==> config.mk <==
export PLATFORM = sky130hd
export DESIGN_NAME = frame_rate_meter
export DESIGN_NICKNAME = d
export VERILOG_FILES = /design/src/sv/frm_pkg.sv /design/src/sv/frm_div.sv /design/src/sv/frm_ctrl.sv /design/src/sv/frm_dpath.sv /design/src/sv/frame_rate_meter.sv
export SDC_FILE = /design/constraint.sdc
export NUM_CORES = 2
export LEC_CHECK = 0
export BUFFER_PORTS_ARGS = -buffer_cell sky130_fd_sc_hd__buf_4
export CORE_MARGIN = 5
export CORE_UTILIZATION = 40
export CTS_CLUSTER_DIAMETER = 60
export DETAILED_ROUTE_END_ITERATION = 10
export GPL_ROUTABILITY_DRIVEN = 0
export HOLD_SLACK_MARGIN = 0.06
export PLACE_DENSITY = 0.68
export SYNTH_ARGS = -nofsm -noshare
export SYNTH_HDL_FRONTEND = slang
export SYNTH_SLANG_ARGS = --single-unit
==> constraint.sdc <==
create_clock -name i_clk -period 6.07 [get_ports i_clk]
set_clock_uncertainty 0.05 [all_clocks]
set_input_delay 0.3035 -clock i_clk [delete_from_list [all_inputs] [get_ports i_clk]]
set_output_delay 0.3035 -clock i_clk [all_outputs]
set_load 0.02 [all_outputs]
==> src/sv/frm_pkg.sv <==
// ============================================================================
// frm_pkg : shared types and constants of the frame rate meter
// Field widths, fixed limits and the command/status structs that join the
// controller and the datapath.
// ============================================================================
package frm_pkg;

    localparam int unsigned TS_W     = 63;   // timestamp width, microseconds
    localparam int unsigned LIMIT_W  = 7;    // frame rate cap register width
    localparam int unsigned FRAME_W  = 13;   // frame_ms width
    localparam int unsigned SLEEP_W  = 10;   // sleep_ms width
    localparam int unsigned FPS_W    = 17;   // fps width
    localparam int unsigned OUT_W    = FRAME_W + SLEEP_W + FPS_W;
    localparam int unsigned IN_W     = 64;   // now_us padded to whole bytes

    localparam int unsigned US_PER_MS     = 1000;
    localparam int unsigned MS_PER_S      = 1000;
    localparam int unsigned FRAME_MAX_MS  = 5000;
    localparam int unsigned FRAME_DFLT_MS = 25;
    localparam int unsigned SLEEP_MAX_MS  = 1000;
    localparam int unsigned FPS_MAX       = 131071;

    // Interval numerator width: every magnitude below the "too long" limit fits.
    localparam int unsigned QDIV_W = 23;
    localparam logic [TS_W-1:0] MAG_BIG = TS_W'((FRAME_MAX_MS + 1) * US_PER_MS);

    // Divide by 1000 as a multiply by ceil(2^33 / 1000) and a shift;
    // exact for every 23-bit numerator.
    localparam int unsigned        RECIP_W  = 24;
    localparam int unsigned        RECIP_SH = 33;
    localparam logic [RECIP_W-1:0] MS_RECIP = RECIP_W'(8589935);

    localparam logic [LIMIT_W-1:0] LIMIT_RST = LIMIT_W'(50);

    localparam logic KIND_FRAME = 1'b0;
    localparam logic KIND_QUERY = 1'b1;

    typedef enum logic {
        DIV_PERIOD,
        DIV_FPS
    } t_div_sel;

    typedef struct packed {
        logic     capture;
        logic     mag;
        logic     ms_quot;
        logic     div_start;
        t_div_sel div_sel;
        logic     per_capture;
        logic     ms_capture;
        logic     sum_update;
        logic     fps_capture;
        logic     fps_zero;
        logic     out_load;
        logic     clr_write;
    } t_cmd;

    typedef struct packed {
        logic kind;
        logic div_done;
        logic sum_zero;
        logic out_free;
        logic clr_last;
    } t_stat;

endpackage

==> src/sv/frm_div.sv <==
// ============================================================================
// frm_div : serial restoring divider
// Produces one quotient bit per cycle; the quotient is valid while done is
// high and holds until the next start.
// ============================================================================
module frm_div #(
    parameter int NW = 23,
    parameter int DW = 13
) (
    input  logic          i_clk,
    input  logic          i_rst_n,
    input  logic          i_start,
    input  logic [NW-1:0] i_num,
    input  logic [DW-1:0] i_den,
    output logic          o_done,
    output logic [NW-1:0] o_quot
);

    localparam int CW = $clog2(NW + 1);

    logic          r_busy;
    logic          r_done;
    logic [CW-1:0] r_cnt;
    logic [NW-1:0] r_num;
    logic [DW-1:0] r_rem;
    logic [DW-1:0] r_den;

    logic [DW:0]   w_trial;
    logic [DW:0]   w_diff;
    logic          w_ge;

    assign w_trial = {r_rem, r_num[NW-1]};
    assign w_diff  = w_trial - {1'b0, r_den};
    assign w_ge    = (w_trial >= {1'b0, r_den});

    always_ff @(posedge i_clk) begin
        if (!i_rst_n) begin
            r_busy <= 1'b0;
            r_done <= 1'b0;
            r_cnt  <= '0;
        end else if (i_start) begin
            r_busy <= 1'b1;
            r_done <= 1'b0;
            r_cnt  <= '0;
        end else if (r_busy) begin
            r_cnt <= r_cnt + CW'(1);
            if (r_cnt == CW'(NW - 1)) begin
                r_busy <= 1'b0;
                r_done <= 1'b1;
            end
        end
    end

    // Shift the numerator out on top, quotient bits in at the bottom.
    always_ff @(posedge i_clk) begin
        if (i_start) begin
            r_num <= i_num;
            r_rem <= '0;
            r_den <= i_den;
        end else if (r_busy) begin
            r_num <= {r_num[NW-2:0], w_ge};
            r_rem <= w_ge ? w_diff[DW-1:0] : w_trial[DW-1:0];
        end
    end

    assign o_done = r_done;
    assign o_quot = r_num;

endmodule

==> src/sv/frm_ctrl.sv <==
// ============================================================================
// frm_ctrl : sequencing state machine of the frame rate meter
// Runs the clearing pass after reset, then steps each request through the
// difference, any division, a frame's window update and the result hand-off.
// ============================================================================
module frm_ctrl (
    input  logic           i_clk,
    input  logic           i_rst_n,
    input  logic           s_tvalid,
    output logic           s_tready,
    input  frm_pkg::t_stat i_stat,
    output frm_pkg::t_cmd  o_cmd
);

    import frm_pkg::*;

    localparam logic [3:0] S_CLEAR   = 4'd0;
    localparam logic [3:0] S_IDLE    = 4'd1;
    localparam logic [3:0] S_MAG     = 4'd2;
    localparam logic [3:0] S_MS_QUOT = 4'd3;
    localparam logic [3:0] S_PER_RUN = 4'd4;
    localparam logic [3:0] S_MS_CAP  = 4'd5;
    localparam logic [3:0] S_SUM     = 4'd6;
    localparam logic [3:0] S_FPS_GO  = 4'd7;
    localparam logic [3:0] S_FPS_RUN = 4'd8;
    localparam logic [3:0] S_RESULT  = 4'd9;

    logic [3:0] r_state;
    logic [3:0] n_state;
    t_cmd       w_cmd;

    always_comb begin
        n_state       = r_state;
        w_cmd         = '0;
        w_cmd.div_sel = DIV_PERIOD;
        unique case (r_state)
            S_CLEAR: begin
                w_cmd.clr_write = 1'b1;
                if (i_stat.clr_last) n_state = S_IDLE;
            end
            S_IDLE: begin
                if (s_tvalid) begin
                    w_cmd.capture = 1'b1;
                    n_state       = S_MAG;
                end
            end
            S_MAG: begin
                w_cmd.mag = 1'b1;
                // the period does not depend on the magnitude: start it now
                if (i_stat.kind == KIND_QUERY) begin
                    w_cmd.div_start = 1'b1;
                    w_cmd.div_sel   = DIV_PERIOD;
                    n_state         = S_PER_RUN;
                end else begin
                    n_state = S_MS_QUOT;
                end
            end
            S_MS_QUOT: begin
                w_cmd.ms_quot = 1'b1;
                n_state       = S_MS_CAP;
            end
            S_PER_RUN: begin
                if (i_stat.div_done) begin
                    w_cmd.per_capture = 1'b1;
                    n_state           = S_MS_QUOT;
                end
            end
            S_MS_CAP: begin
                w_cmd.ms_capture = 1'b1;
                n_state = (i_stat.kind == KIND_QUERY) ? S_RESULT : S_SUM;
            end
            S_SUM: begin
                w_cmd.sum_update = 1'b1;
                n_state          = S_FPS_GO;
            end
            S_FPS_GO: begin
                if (i_stat.sum_zero) begin
                    w_cmd.fps_zero = 1'b1;
                    n_state        = S_RESULT;
                end else begin
                    w_cmd.div_start = 1'b1;
                    w_cmd.div_sel   = DIV_FPS;
                    n_state         = S_FPS_RUN;
                end
            end
            S_FPS_RUN: begin
                if (i_stat.div_done) begin
                    w_cmd.fps_capture = 1'b1;
                    n_state           = S_RESULT;
                end
            end
            S_RESULT: begin
                // hold until the output register is free
                if (i_stat.out_free) begin
                    w_cmd.out_load = 1'b1;
                    n_state        = S_IDLE;
                end
            end
            default: n_state = S_IDLE;
        endcase
    end

    always_ff @(posedge i_clk) begin
        if (!i_rst_n) begin
            r_state <= S_CLEAR;
        end else begin
            r_state <= n_state;
        end
    end

    assign s_tready = (r_state == S_IDLE);
    assign o_cmd    = w_cmd;

endmodule

==> src/sv/frm_dpath.sv <==
// ============================================================================
// frm_dpath : datapath of the frame rate meter
// Start time, interval ring, running sum, shared divider, result register
// and the rate cap register.
// ============================================================================
module frm_dpath #(
    parameter int WINDOW = 100
) (
    input  logic                        i_clk,
    input  logic                        i_rst_n,
    input  frm_pkg::t_cmd               i_cmd,
    output frm_pkg::t_stat              o_stat,
    input  logic [frm_pkg::IN_W-1:0]    s_tdata,
    input  logic                        s_tuser,
    input  logic                        i_cfg_we,
    input  logic [frm_pkg::LIMIT_W-1:0] i_cfg_wdata,
    output logic                        m_tvalid,
    input  logic                        m_tready,
    output logic [frm_pkg::OUT_W-1:0]   m_tdata
);

    import frm_pkg::*;

    localparam int PW      = (WINDOW > 1) ? $clog2(WINDOW) : 1;
    localparam int SUM_W   = $clog2(WINDOW * FRAME_MAX_MS + 1);
    localparam int FPS_NUM = WINDOW * MS_PER_S;
    localparam int FNUM_W  = $clog2(FPS_NUM + 1);
    localparam int DIV_NW  = (FNUM_W > FPS_W) ? FNUM_W : FPS_W;
    localparam int DIV_DW  = (SUM_W > SLEEP_W) ? SUM_W : SLEEP_W;
    localparam int SW      = SLEEP_W + 4;
    localparam int PROD_W  = QDIV_W + RECIP_W;

    logic [LIMIT_W-1:0] r_limit;
    logic [TS_W-1:0]    r_cur;
    logic               r_kind;
    logic [TS_W:0]      r_diff;
    logic [TS_W-1:0]    r_mag;
    logic               r_neg;
    logic [FRAME_W-1:0] r_q13;
    logic [SLEEP_W-1:0] r_period;
    logic [FRAME_W-1:0] r_ms;
    logic [SLEEP_W-1:0] r_sleep;
    logic [FPS_W-1:0]   r_fps;
    logic [SUM_W-1:0]   r_sum;
    logic [PW-1:0]      r_pos;
    logic [PW-1:0]      r_clr_addr;
    logic [FRAME_W-1:0] r_old;
    logic [FRAME_W-1:0] r_ring [WINDOW];
    logic               r_out_valid;
    logic [OUT_W-1:0]   r_out_data;

    logic [TS_W-1:0]    w_now;
    logic               w_big;
    logic [PROD_W-1:0]  w_prod;
    logic [SW-1:0]      w_p;
    logic [SW-1:0]      w_q;
    logic               w_ovf;
    logic [SW-1:0]      w_sleep;
    logic [FRAME_W-1:0] w_ms;
    logic               w_we;
    logic [PW-1:0]      w_waddr;
    logic [FRAME_W-1:0] w_wdata;
    logic [PW-1:0]      w_pos_next;
    logic [FRAME_W-1:0] w_frame_out;
    logic [SLEEP_W-1:0] w_sleep_out;
    logic [DIV_NW-1:0]  w_num;
    logic [DIV_DW-1:0]  w_den;
    logic               w_div_done;
    logic [DIV_NW-1:0]  w_quot;

    assign w_now = s_tdata[TS_W-1:0];
    assign w_big = (r_mag >= MAG_BIG);

    // Whole milliseconds of the magnitude by reciprocal multiplication.
    assign w_prod = PROD_W'(r_mag[QDIV_W-1:0]) * PROD_W'(MS_RECIP);

    // Operand select for the shared divider.
    always_comb begin
        unique case (i_cmd.div_sel)
            DIV_PERIOD: begin
                w_num = DIV_NW'(MS_PER_S);
                w_den = DIV_DW'(r_limit);
            end
            DIV_FPS: begin
                w_num = DIV_NW'(FPS_NUM);
                w_den = DIV_DW'(r_sum);
            end
            default: begin
                w_num = '0;
                w_den = '0;
            end
        endcase
    end

    frm_div #(
        .NW (DIV_NW),
        .DW (DIV_DW)
    ) u_div (
        .i_clk   (i_clk),
        .i_rst_n (i_rst_n),
        .i_start (i_cmd.div_start),
        .i_num   (w_num),
        .i_den   (w_den),
        .o_done  (w_div_done),
        .o_quot  (w_quot)
    );

    // Interval: a long or backward gap falls back to the default,
    // a backward gap under one millisecond truncates to zero.
    always_comb begin
        if (!r_neg) begin
            w_ms = w_big ? FRAME_W'(FRAME_DFLT_MS) : r_q13;
        end else if (r_mag < TS_W'(US_PER_MS)) begin
            w_ms = '0;
        end else begin
            w_ms = FRAME_W'(FRAME_DFLT_MS);
        end
    end

    // Time left in the period; drop to zero when out of range.
    assign w_p = SW'(r_period);
    assign w_q = SW'(r_q13);
    always_comb begin
        if (!r_neg) begin
            w_ovf   = w_big || (w_q > w_p);
            w_sleep = w_p - w_q;
        end else begin
            w_ovf   = w_big || (w_q > (SW'(SLEEP_MAX_MS) - w_p));
            w_sleep = w_p + w_q;
        end
    end

    assign w_pos_next = (r_pos == PW'(WINDOW - 1)) ? '0 : r_pos + PW'(1);

    always_ff @(posedge i_clk) begin
        if (!i_rst_n) begin
            r_limit     <= LIMIT_RST;
            r_cur       <= '0;
            r_kind      <= KIND_FRAME;
            r_sum       <= '0;
            r_pos       <= '0;
            r_clr_addr  <= '0;
            r_fps       <= '0;
            r_out_valid <= 1'b0;
        end else begin
            if (i_cfg_we) r_limit <= i_cfg_wdata;
            if (i_cmd.capture) begin
                r_kind <= s_tuser;
                if (s_tuser == KIND_FRAME) r_cur <= w_now;
            end
            if (i_cmd.clr_write) r_clr_addr <= r_clr_addr + PW'(1);
            if (i_cmd.sum_update) begin
                r_sum <= r_sum - SUM_W'(r_old) + SUM_W'(r_ms);
                r_pos <= w_pos_next;
            end
            if (i_cmd.fps_zero) begin
                r_fps <= '0;
            end else if (i_cmd.fps_capture) begin
                r_fps <= (w_quot > DIV_NW'(FPS_MAX)) ? FPS_W'(FPS_MAX)
                                                     : w_quot[FPS_W-1:0];
            end
            if (i_cmd.out_load) begin
                r_out_valid <= 1'b1;
            end else if (m_tready) begin
                r_out_valid <= 1'b0;
            end
        end
    end

    assign w_frame_out = (r_kind == KIND_FRAME) ? r_ms : '0;
    assign w_sleep_out = (r_kind == KIND_QUERY) ? r_sleep : '0;

    always_ff @(posedge i_clk) begin
        // the difference uses the start time from before this request
        if (i_cmd.capture) r_diff <= {1'b0, w_now} - {1'b0, r_cur};
        if (i_cmd.mag) begin
            r_neg <= r_diff[TS_W];
            r_mag <= r_diff[TS_W] ? (TS_W'(0) - r_diff[TS_W-1:0]) : r_diff[TS_W-1:0];
        end
        if (i_cmd.ms_quot) r_q13 <= w_prod[RECIP_SH +: FRAME_W];
        if (i_cmd.per_capture) begin
            r_period <= (r_limit == '0) ? '0 : w_quot[SLEEP_W-1:0];
        end
        if (i_cmd.ms_capture) begin
            r_ms    <= w_ms;
            r_sleep <= w_ovf ? '0 : w_sleep[SLEEP_W-1:0];
        end
        if (i_cmd.out_load) r_out_data <= {r_fps, w_sleep_out, w_frame_out};
    end

    // Interval ring: one write port, one registered read port.
    assign w_we    = i_cmd.clr_write || i_cmd.sum_update;
    assign w_waddr = i_cmd.clr_write ? r_clr_addr : r_pos;
    assign w_wdata = i_cmd.clr_write ? '0 : r_ms;

    always_ff @(posedge i_clk) begin
        if (w_we) r_ring[w_waddr] <= w_wdata;
        if (i_cmd.capture) r_old <= r_ring[r_pos];
    end

    assign o_stat.kind     = r_kind;
    assign o_stat.div_done = w_div_done;
    assign o_stat.sum_zero = (r_sum == '0);
    assign o_stat.out_free = !r_out_valid || m_tready;
    assign o_stat.clr_last = (r_clr_addr == PW'(WINDOW - 1));

    assign m_tvalid = r_out_valid;
    assign m_tdata  = r_out_data;

    a_load_free: assert property (@(posedge i_clk) disable iff (!i_rst_n)
        i_cmd.out_load |-> (!r_out_valid || m_tready))
        else $error("result loaded over an untaken result");

    a_sum_covers_old: assert property (@(posedge i_clk) disable iff (!i_rst_n)
        i_cmd.sum_update |-> (r_sum >= SUM_W'(r_old)))
        else $error("window sum below the entry being replaced");

    a_fps_nonzero: assert property (@(posedge i_clk) disable iff (!i_rst_n)
        i_cmd.fps_capture |-> (r_sum != '0))
        else $error("fps division run on an empty window");

endmodule

==> src/sv/frame_rate_meter.sv <==
// ============================================================================
// frame_rate_meter : moving-window frame rate counter
// Frame start events fill a window of intervals; sleep queries report the
// time left in the frame period. Every result carries the current fps.
// ============================================================================
// Division: a sleep query and a frame start each wait on a 17-step serial
//   division; a frame start skips it when the window sum is zero.
// Throughput: one request at a time; the next is taken the cycle after the
//   result enters the output register, which holds it until taken.
// Reset: synchronous, active low; afterwards a clearing pass zeroes every
//   entry of the interval ring with s_tready low. The rate cap resets to 50.
module frame_rate_meter #(
    parameter int WINDOW = 100
) (
    input  logic                        i_clk,
    input  logic                        i_rst_n,
    input  logic                        s_tvalid,
    output logic                        s_tready,
    input  logic [frm_pkg::IN_W-1:0]    s_tdata,   // [62:0] now_us, [63] zero
    input  logic                        s_tuser,   // [0] kind
    output logic                        m_tvalid,
    input  logic                        m_tready,
    output logic [frm_pkg::OUT_W-1:0]   m_tdata,   // [12:0] frame_ms, [22:13] sleep_ms,
                                                   // [39:23] fps
    input  logic                        i_cfg_we,
    input  logic [frm_pkg::LIMIT_W-1:0] i_cfg_wdata
);

    import frm_pkg::*;

    t_cmd  w_cmd;
    t_stat w_stat;

    frm_ctrl u_ctrl (
        .i_clk    (i_clk),
        .i_rst_n  (i_rst_n),
        .s_tvalid (s_tvalid),
        .s_tready (s_tready),
        .i_stat   (w_stat),
        .o_cmd    (w_cmd)
    );

    frm_dpath #(
        .WINDOW (WINDOW)
    ) u_dpath (
        .i_clk       (i_clk),
        .i_rst_n     (i_rst_n),
        .i_cmd       (w_cmd),
        .o_stat      (w_stat),
        .s_tdata     (s_tdata),
        .s_tuser     (s_tuser),
        .i_cfg_we    (i_cfg_we),
        .i_cfg_wdata (i_cfg_wdata),
        .m_tvalid    (m_tvalid),
        .m_tready    (m_tready),
        .m_tdata     (m_tdata)
    );

endmodule

## Word level (Yosys, flattened, before mapping)

Memories as Yosys holds them, arrays and structs flattened. A register that Yosys moved wholly into a read port is not among the register bits.
Index checks and enable logic that the tools add are counted.

| storage, ports and cells | value |
|---|---|
| register bits | 402 |
| memory bits (writable) | 1300 |
| output and inout port bits | 42 |
| memories | 1 |

| operators by class | value |
|---|---|
| add/sub/neg operators | 11 |
| $mul | 1 |
| $lt $le $gt $ge | 6 |
| eq/ne operators | 17 |
| mux-type cells | 48 |
| bitwise gates (word level) | 3 |
| reduce and logical (&&, ||, !) cells | 15 |

Memory list:

| name | depth | width | read ports | clocked after memory_dff | write ports | line | text |
|---|---|---|---|---|---|---|---|
| u_dpath.r_ring | 100 | 13 | 1 | 1 | 1 | frm_dpath.sv:48 | `logic [FRAME_W-1:0] r_ring [WINDOW];` |

Operator list:

| kind | number |
|---|---|
| subtractor 63 x 63 -> 64 bit | 1 |
| greater-or-equal comparator 63 x 23 -> 1 bit (second input constant) | 1 |
| < comparator 63 x 10 -> 1 bit (second input constant) | 1 |
| two-way mux 63 bit | 1 |
| subtractor 1 x 63 -> 63 bit (first input constant) | 1 |
| two-way mux 17 bit | 3 |
| multiplier 23 x 24 -> 46 bit (second input constant) | 1 |
| case mux 4 bit (10 select lines) | 1 |
| two-way mux 13 bit | 3 |
| case mux 19 bit (2 select lines) | 1 |
| case mux 17 bit (2 select lines) | 1 |
| two-way mux 4 bit | 6 |
| two-way mux 1 bit | 23 |
| greater-or-equal comparator 20 x 19 -> 1 bit | 1 |
| adder 19 x 13 -> 19 bit | 1 |
| zero test 19 bit | 1 |
| two-way mux 19 bit | 1 |
| subtractor 19 x 13 -> 19 bit | 1 |
| subtractor 19 bit | 1 |
| > comparator 17 bit (second input constant) | 1 |
| == test 4 x 3 -> 1 bit (second input constant) | 4 |
| adder 7 x 1 -> 7 bit (second input constant) | 2 |
| == test 7 bit (second input constant) | 2 |
| > comparator 13 x 14 -> 1 bit | 1 |
| other kinds (26) | 41 |

## Logic depth before layout (Yosys ltp)

| logic depth | value |
|---|---|
| word-level depth | 6 |
| gate-level depth with buffers | 25 |

## Modules after synthesis

From an unflattened synthesis, not the netlist that was laid out.

| second synthesis, totals | value |
|---|---|
| cell total of the unflattened synthesis | 5337 |
| area total of the unflattened synthesis | 82237.6 µm² |

By module, submodules not included:

| module | instances | cells each | area an instance (µm²) | seq. area each (µm²) |
|---|---|---|---|---|
| frm_dpath | 1 | 4937 | 78226.3 | 48296.3 |
| frm_div | 1 | 341 | 3579.7 | 1601.5 |
| frm_ctrl | 1 | 59 | 431.7 | 80.1 |

## Worst setup path before layout

No wires, ideal clock.

| timing | value |
|---|---|
| path type | reg-to-reg |
| from | register u_dpath.r_mag[20] |
| to | register u_dpath.r_q13[12] (data pin) |
| arrival | 6.159 ns |
| setup slack | -0.399 ns |
| cell stages (with the launch flop) | 23 |
| period minus slack after synthesis | 6.469 ns |
| cell sequence | edfxtp_1 > fa_1 > inv_1 > fa_1 > inv_1 > fa_1 > fa_1 > fa_1 > inv_1 > fa_1 > inv_1 > fa_1 > ha_1 > o21a_1 > o21ai_0 > a21oi_1 > o211ai_1 > o221ai_1 > o21ai_0 > o211ai_1 > a21oi_1 > o21bai_1 > xnor2_1 |

| on the way | value |
|---|---|
| cells in the longest elaborated chain, start to end | 1 |

RTL lines:

| item | line | text |
|---|---|---|
| from (decl) | frm_dpath.sv:37 | `logic [TS_W-1:0] r_mag;` |
| from (signal assigned) | frm_dpath.sv:178 | `r_mag <= r_diff[TS_W] ? (TS_W'(0) - r_diff[TS_W-1:0]) : r_diff[TS_W-1:0];` |
| multiplier 23 x 24 -> 46 bit | frm_dpath.sv:75 | `assign w_prod = PROD_W'(r_mag[QDIV_W-1:0]) * PROD_W'(MS_RECIP);` |
| net u_dpath.w_prod[45] | frm_dpath.sv:54 | `logic [PROD_W-1:0] w_prod;` |
| to (signal assigned) | frm_dpath.sv:180 | `if (i_cmd.ms_quot) r_q13 <= w_prod[RECIP_SH +: FRAME_W];` |
| to (decl) | frm_dpath.sv:39 | `logic [FRAME_W-1:0] r_q13;` |

The timed path passes the listed nets, and every way through them passes these cells.
A chain may end at the register's enable or synchronous reset.

## Worst setup path after layout

| timing | value |
|---|---|
| from | register u_dpath.r_mag[20] |
| to | register u_dpath.r_q13[9] (data pin) |

Same word-level chain as after synthesis.

==> impl_metrics.json <==
{
  "postRouteAntennaNets": 0,
  "slew-limit-headroom_pct": 12.3,
  "die_x_um": 461,
  "ys_ff_latch": 1715,
  "ys.flop_type": "edfxtp_1",
  "cts_tree": "yes",
  "n_fill_cell": 17100,
  "ff_latch_area_sq_mm": 0.0500,
  "timing.hold.ws_ns": 0.173,
  "setup_tns_ns": -2.21,
  "met3_usage_pct": 3.21,
  "grt_pass1_wl_um": 286000,
  "synth_edf_count": 1563,
  "clkLatencyLatePin_ns": 0.83,
  "placed_cells": 8165,
  "crit_arrival_ns": 6.86,
  "failed_checks": "setup timing",
  "clkSinkCount": 1715,
  "core.rowCount": 165,
  "cp-end-kind": "flip-flop",
  "pre_cts_slack_ns": -0.528,
  "p_leak_nw": 33.2,
  "drive_above_1_share_pct": 19.6,
  "top_usage_layer": "met2",
  "hold_end": "u_ctrl.r_state[0]$_SDFFE_PN0P_",
  "antenna_found_initial": 1,
  "worstHoldStart": "s_tvalid",
  "overflow": 0,
  "die_h_um": 461,
  "hold_path_class": "in2reg",
  "cts-root-buf": "clkbuf_16",
  "syn_area_sq_mm": 0.0814,
  "areaGrowthSynthToFinish_pct": 15.4,
  "fmax_mhz": 157,
  "final.period_utilization_pct": 105,
  "crit_path_max_fanout": 3,
  "grt_max_degree": 101,
  "core_area_sq_mm": 0.202,
  "power_mw": 27.1,
  "setup_ws_ns": -0.297,
  "place.detailed.hpwl_um": 128000,
  "finish.utilization_pct": 46.4,
  "nNetsFinal": 6412,
  "numPortBuffers": 117,
  "crit_type": "reg2reg",
  "cap_violations": 0,
  "initial_utilization_pct": 40.2,
  "tightest_slew_ns": 1.31,
  "avgSynthCellArea_sq_um": 15.3,
  "r2r_slack_ns": -0.30,
  "ff2ff_path_depth": 23,
  "multiInputGateArea_sq_mm": 0.0290,
  "grtUsageTotal_pct": 17.6,
  "sw_frac_of_total_pct": 24.3,
  "r2r_start": "u_dpath.r_mag[20]$_DFFE_PN_",
  "seq_power_share_pct": 49.2,
  "status": "finished with violations",
  "drt_pre_antenna_iters": 6,
  "internal-power_mw": 20.5,
  "layout_commonest_cell": "edfxtp_1",
  "ys_warn_count": 0,
  "dr.first_iter.drc_count": 4490,
  "synth_nets": 5970,
  "vias": 46500,
  "post_drt_via_cell_ratio": 5.41,
  "required_ns": 6.56,
  "layout.cells.non_filler": 8587,
  "p_comb_share_pct": 10.9,
  "drc": 0,
  "clockBufferDepth": 3,
  "p_switching_mw": 6.57,
  "min_period_ns": 6.37,
  "routed_wl_um": 189000,
  "worst_setup_path_start_kind": "flip-flop",
  "first_global_vias": 45900,
  "slew_violations": 0,
  "grt_use_met1_pct": 25.6,
  "ir_worst_vdd_uv": 320,
  "min_path_cells": 6,
  "io_pins": 119,
  "routedWlPerCell_um": 22.0,
  "powerDensity_mw_per_mm2": 288,
  "synthCells": 5324,
  "final_area_sq_mm": 0.0940,
  "setup_viol": 11,
  "layout_common_cells": "edfxtp_1, inv_1, mux4_2",
  "dpl-instance-area_sq_mm": 0.0871,
  "path_clk_slew_ns": 0.06,
  "htreeDepth": 4,
  "numCtsBuffers": 178,
  "ys_async_sr_fraction_pct": 0,
  "final-hold-violation-count": 0,
  "ys_types": 68,
  "synth_seq_area_share_pct": 61.4,
  "r2r-end": "u_dpath.r_q13[9]$_DFFE_PP_",
  "dieArea_sq_mm": 0.213,
  "use_met2_pct": 27.3,
  "rsz0062_at_grt": "yes",
  "pwr-share-clk_pct": 39.9
}
## state kept, by name, indices dropped and copies added, names as in the netlist, 17 cells and up
| name | count |
|---|---|
| u_dpath.u_div.r_rem | 19 |
| u_dpath.r_fps | 17 |
| u_dpath.u_div.r_den | 19 |
| u_dpath.r_diff | 64 |
| u_dpath.r_cur | 63 |
| u_dpath.u_div.o_quot | 17 |
| u_dpath.m_tdata | 40 |
| u_dpath.r_mag | 63 |
| u_dpath.r_sum | 19 |
| u_dpath.r_ring | 1300 |
## worst max-delay path, stage by stage (launching register included)
cell      delay (ns)
edfxtp_1        0.42
fa_2            0.63
inv_2           0.05
fa_1            0.50
inv_1           0.06
fa_1            0.50
fa_1            0.45
fa_1            0.52
inv_1           0.05
fa_1            0.47
inv_1           0.05
fa_1            0.44
ha_1            0.30
o21a_1          0.17
o21ai_1         0.12
a21oi_1         0.08
o211ai_1        0.27
o221ai_2        0.21
o21ai_4         0.19
buf_4           0.13
o21ai_2         0.05
o21a_1          0.21
nor2_2          0.10
xnor2_1         0.07
## cells by family after synthesis
| logic type | after synthesis | share of synthesized area [%] |
|---|---|---|
| AND/OR/NAND/NOR | 978 | 5.50 |
| multiplexers | 477 | 12.3 |
| flip-flops | 1715 | 61.4 |
| adder cells (fa/ha/maj) | 569 | 10.3 |
| XOR/XNOR | 201 | 2.16 |
| AO/OA/AOI/OAI | 666 | 5.01 |
| buffers and inverters | 718 | 3.31 |
## Yosys cell counts, drive strengths merged (4+ instances only)
| cell | count | share of area (%) |
|---|---|---|
| edfxtp | 1563 | 58 |
| inv | 504 | 2.3 |
| mux4 | 416 | 12 |
| ha | 398 | 6.1 |
| nand2 | 359 | 1.7 |
| nor2 | 281 | 1.3 |
| a21oi | 263 | 1.6 |
| fa | 171 | 4.2 |
| clkbuf | 166 | 0.77 |
| dfxtp | 152 | 3.7 |
| xnor2 | 149 | 1.6 |
| o21ai | 136 | 0.84 |
| a21o | 80 | 0.74 |
| xor2 | 52 | 0.56 |
| nand4 | 50 | 0.38 |
| buf | 47 | 0.22 |
| nor3 | 47 | 0.29 |
| and2 | 44 | 0.34 |
| nand3 | 41 | 0.25 |
| mux2i | 40 | 0.49 |
| nor4 | 35 | 0.27 |
| o31ai | 25 | 0.23 |
| nand2b | 24 | 0.18 |
| o21bai | 23 | 0.21 |
| nor2b | 22 | 0.17 |
| or3 | 22 | 0.18 |
| a211oi | 21 | 0.19 |
| mux2 | 21 | 0.29 |
| a31oi | 18 | 0.14 |
| o21a | 18 | 0.17 |
| or4 | 14 | 0.15 |
| or2 | 13 | 0.10 |
| o41ai | 12 | 0.14 |
| nand3b | 9 | 0.083 |
| and3 | 8 | 0.061 |
| o211ai | 8 | 0.074 |
| a211o | 7 | 0.075 |
| o22ai | 7 | 0.054 |
| a21boi | 5 | 0.046 |
| a41oi | 5 | 0.054 |
| nor4b | 5 | 0.054 |
| o31a | 5 | 0.054 |
| a221oi | 4 | 0.043 |
| o2111ai | 4 | 0.043 |
## per-layer routing
metal	share of wire [%]	vias to the layer above
met5	0	-
met4	2.6	0
met3	7.5	254
met2	46	1620
met1	44	23700
li1	-	20900
## power groups by stage
stage / sequential [mW] / clock, mW / combinational (mW)
after floorplan: 13.6 / 0 / 1.81
after global placement: 13.6 / 0 / 2.80
after detailed placement: 13.6 / 0 / 2.85
after CTS: 13.3 / 11.1 / 2.94
after global routing: 13.3 / 11.6 / 3.25
final: 13.3 / 10.8 / 2.95
## final cells by class
cell class | count | share of cell area (%)
diodes | 1 | 0.00266
flip-flops and latches | 1715 | 53.2
well taps | 2672 | 3.56
clock buffers | 228 | 4.98
repair buffers | 475 | 4.12
inverters | 505 | 2.02
multi-input cells | 2891 | 30.9
clock inverters | 100 | 1.24
## what timing repair did
action	4_1_cts	5_1_grt
hold endpoints to repair	137	0
hold buffers	84	0
pin swaps	8	5
setup endpoints to repair	13	13
resized for setup	14	8
buffers inserted	8	3
## worst max path at each step
stage                                            from                          end  slack, ns  cells after the start
final                     u_dpath.r_mag[20]$_DFFE_PN_   u_dpath.r_q13[9]$_DFFE_PP_      -0.30                     23
after detailed placement  u_dpath.r_mag[21]$_DFFE_PN_  u_dpath.r_q13[12]$_DFFE_PP_      -0.53                     22
after floorplan           u_dpath.r_mag[22]$_DFFE_PN_  u_dpath.r_q13[12]$_DFFE_PP_      -0.02                     22
after global placement    u_dpath.r_mag[21]$_DFFE_PN_  u_dpath.r_q13[12]$_DFFE_PP_      -0.49                     22
after global routing      u_dpath.r_mag[20]$_DFFE_PN_  u_dpath.r_q13[11]$_DFFE_PP_      -0.56                     23
after CTS                 u_dpath.r_mag[20]$_DFFE_PN_  u_dpath.r_q13[12]$_DFFE_PP_      -0.32                     23
Note: power is estimated with default switching activity, not from simulation.
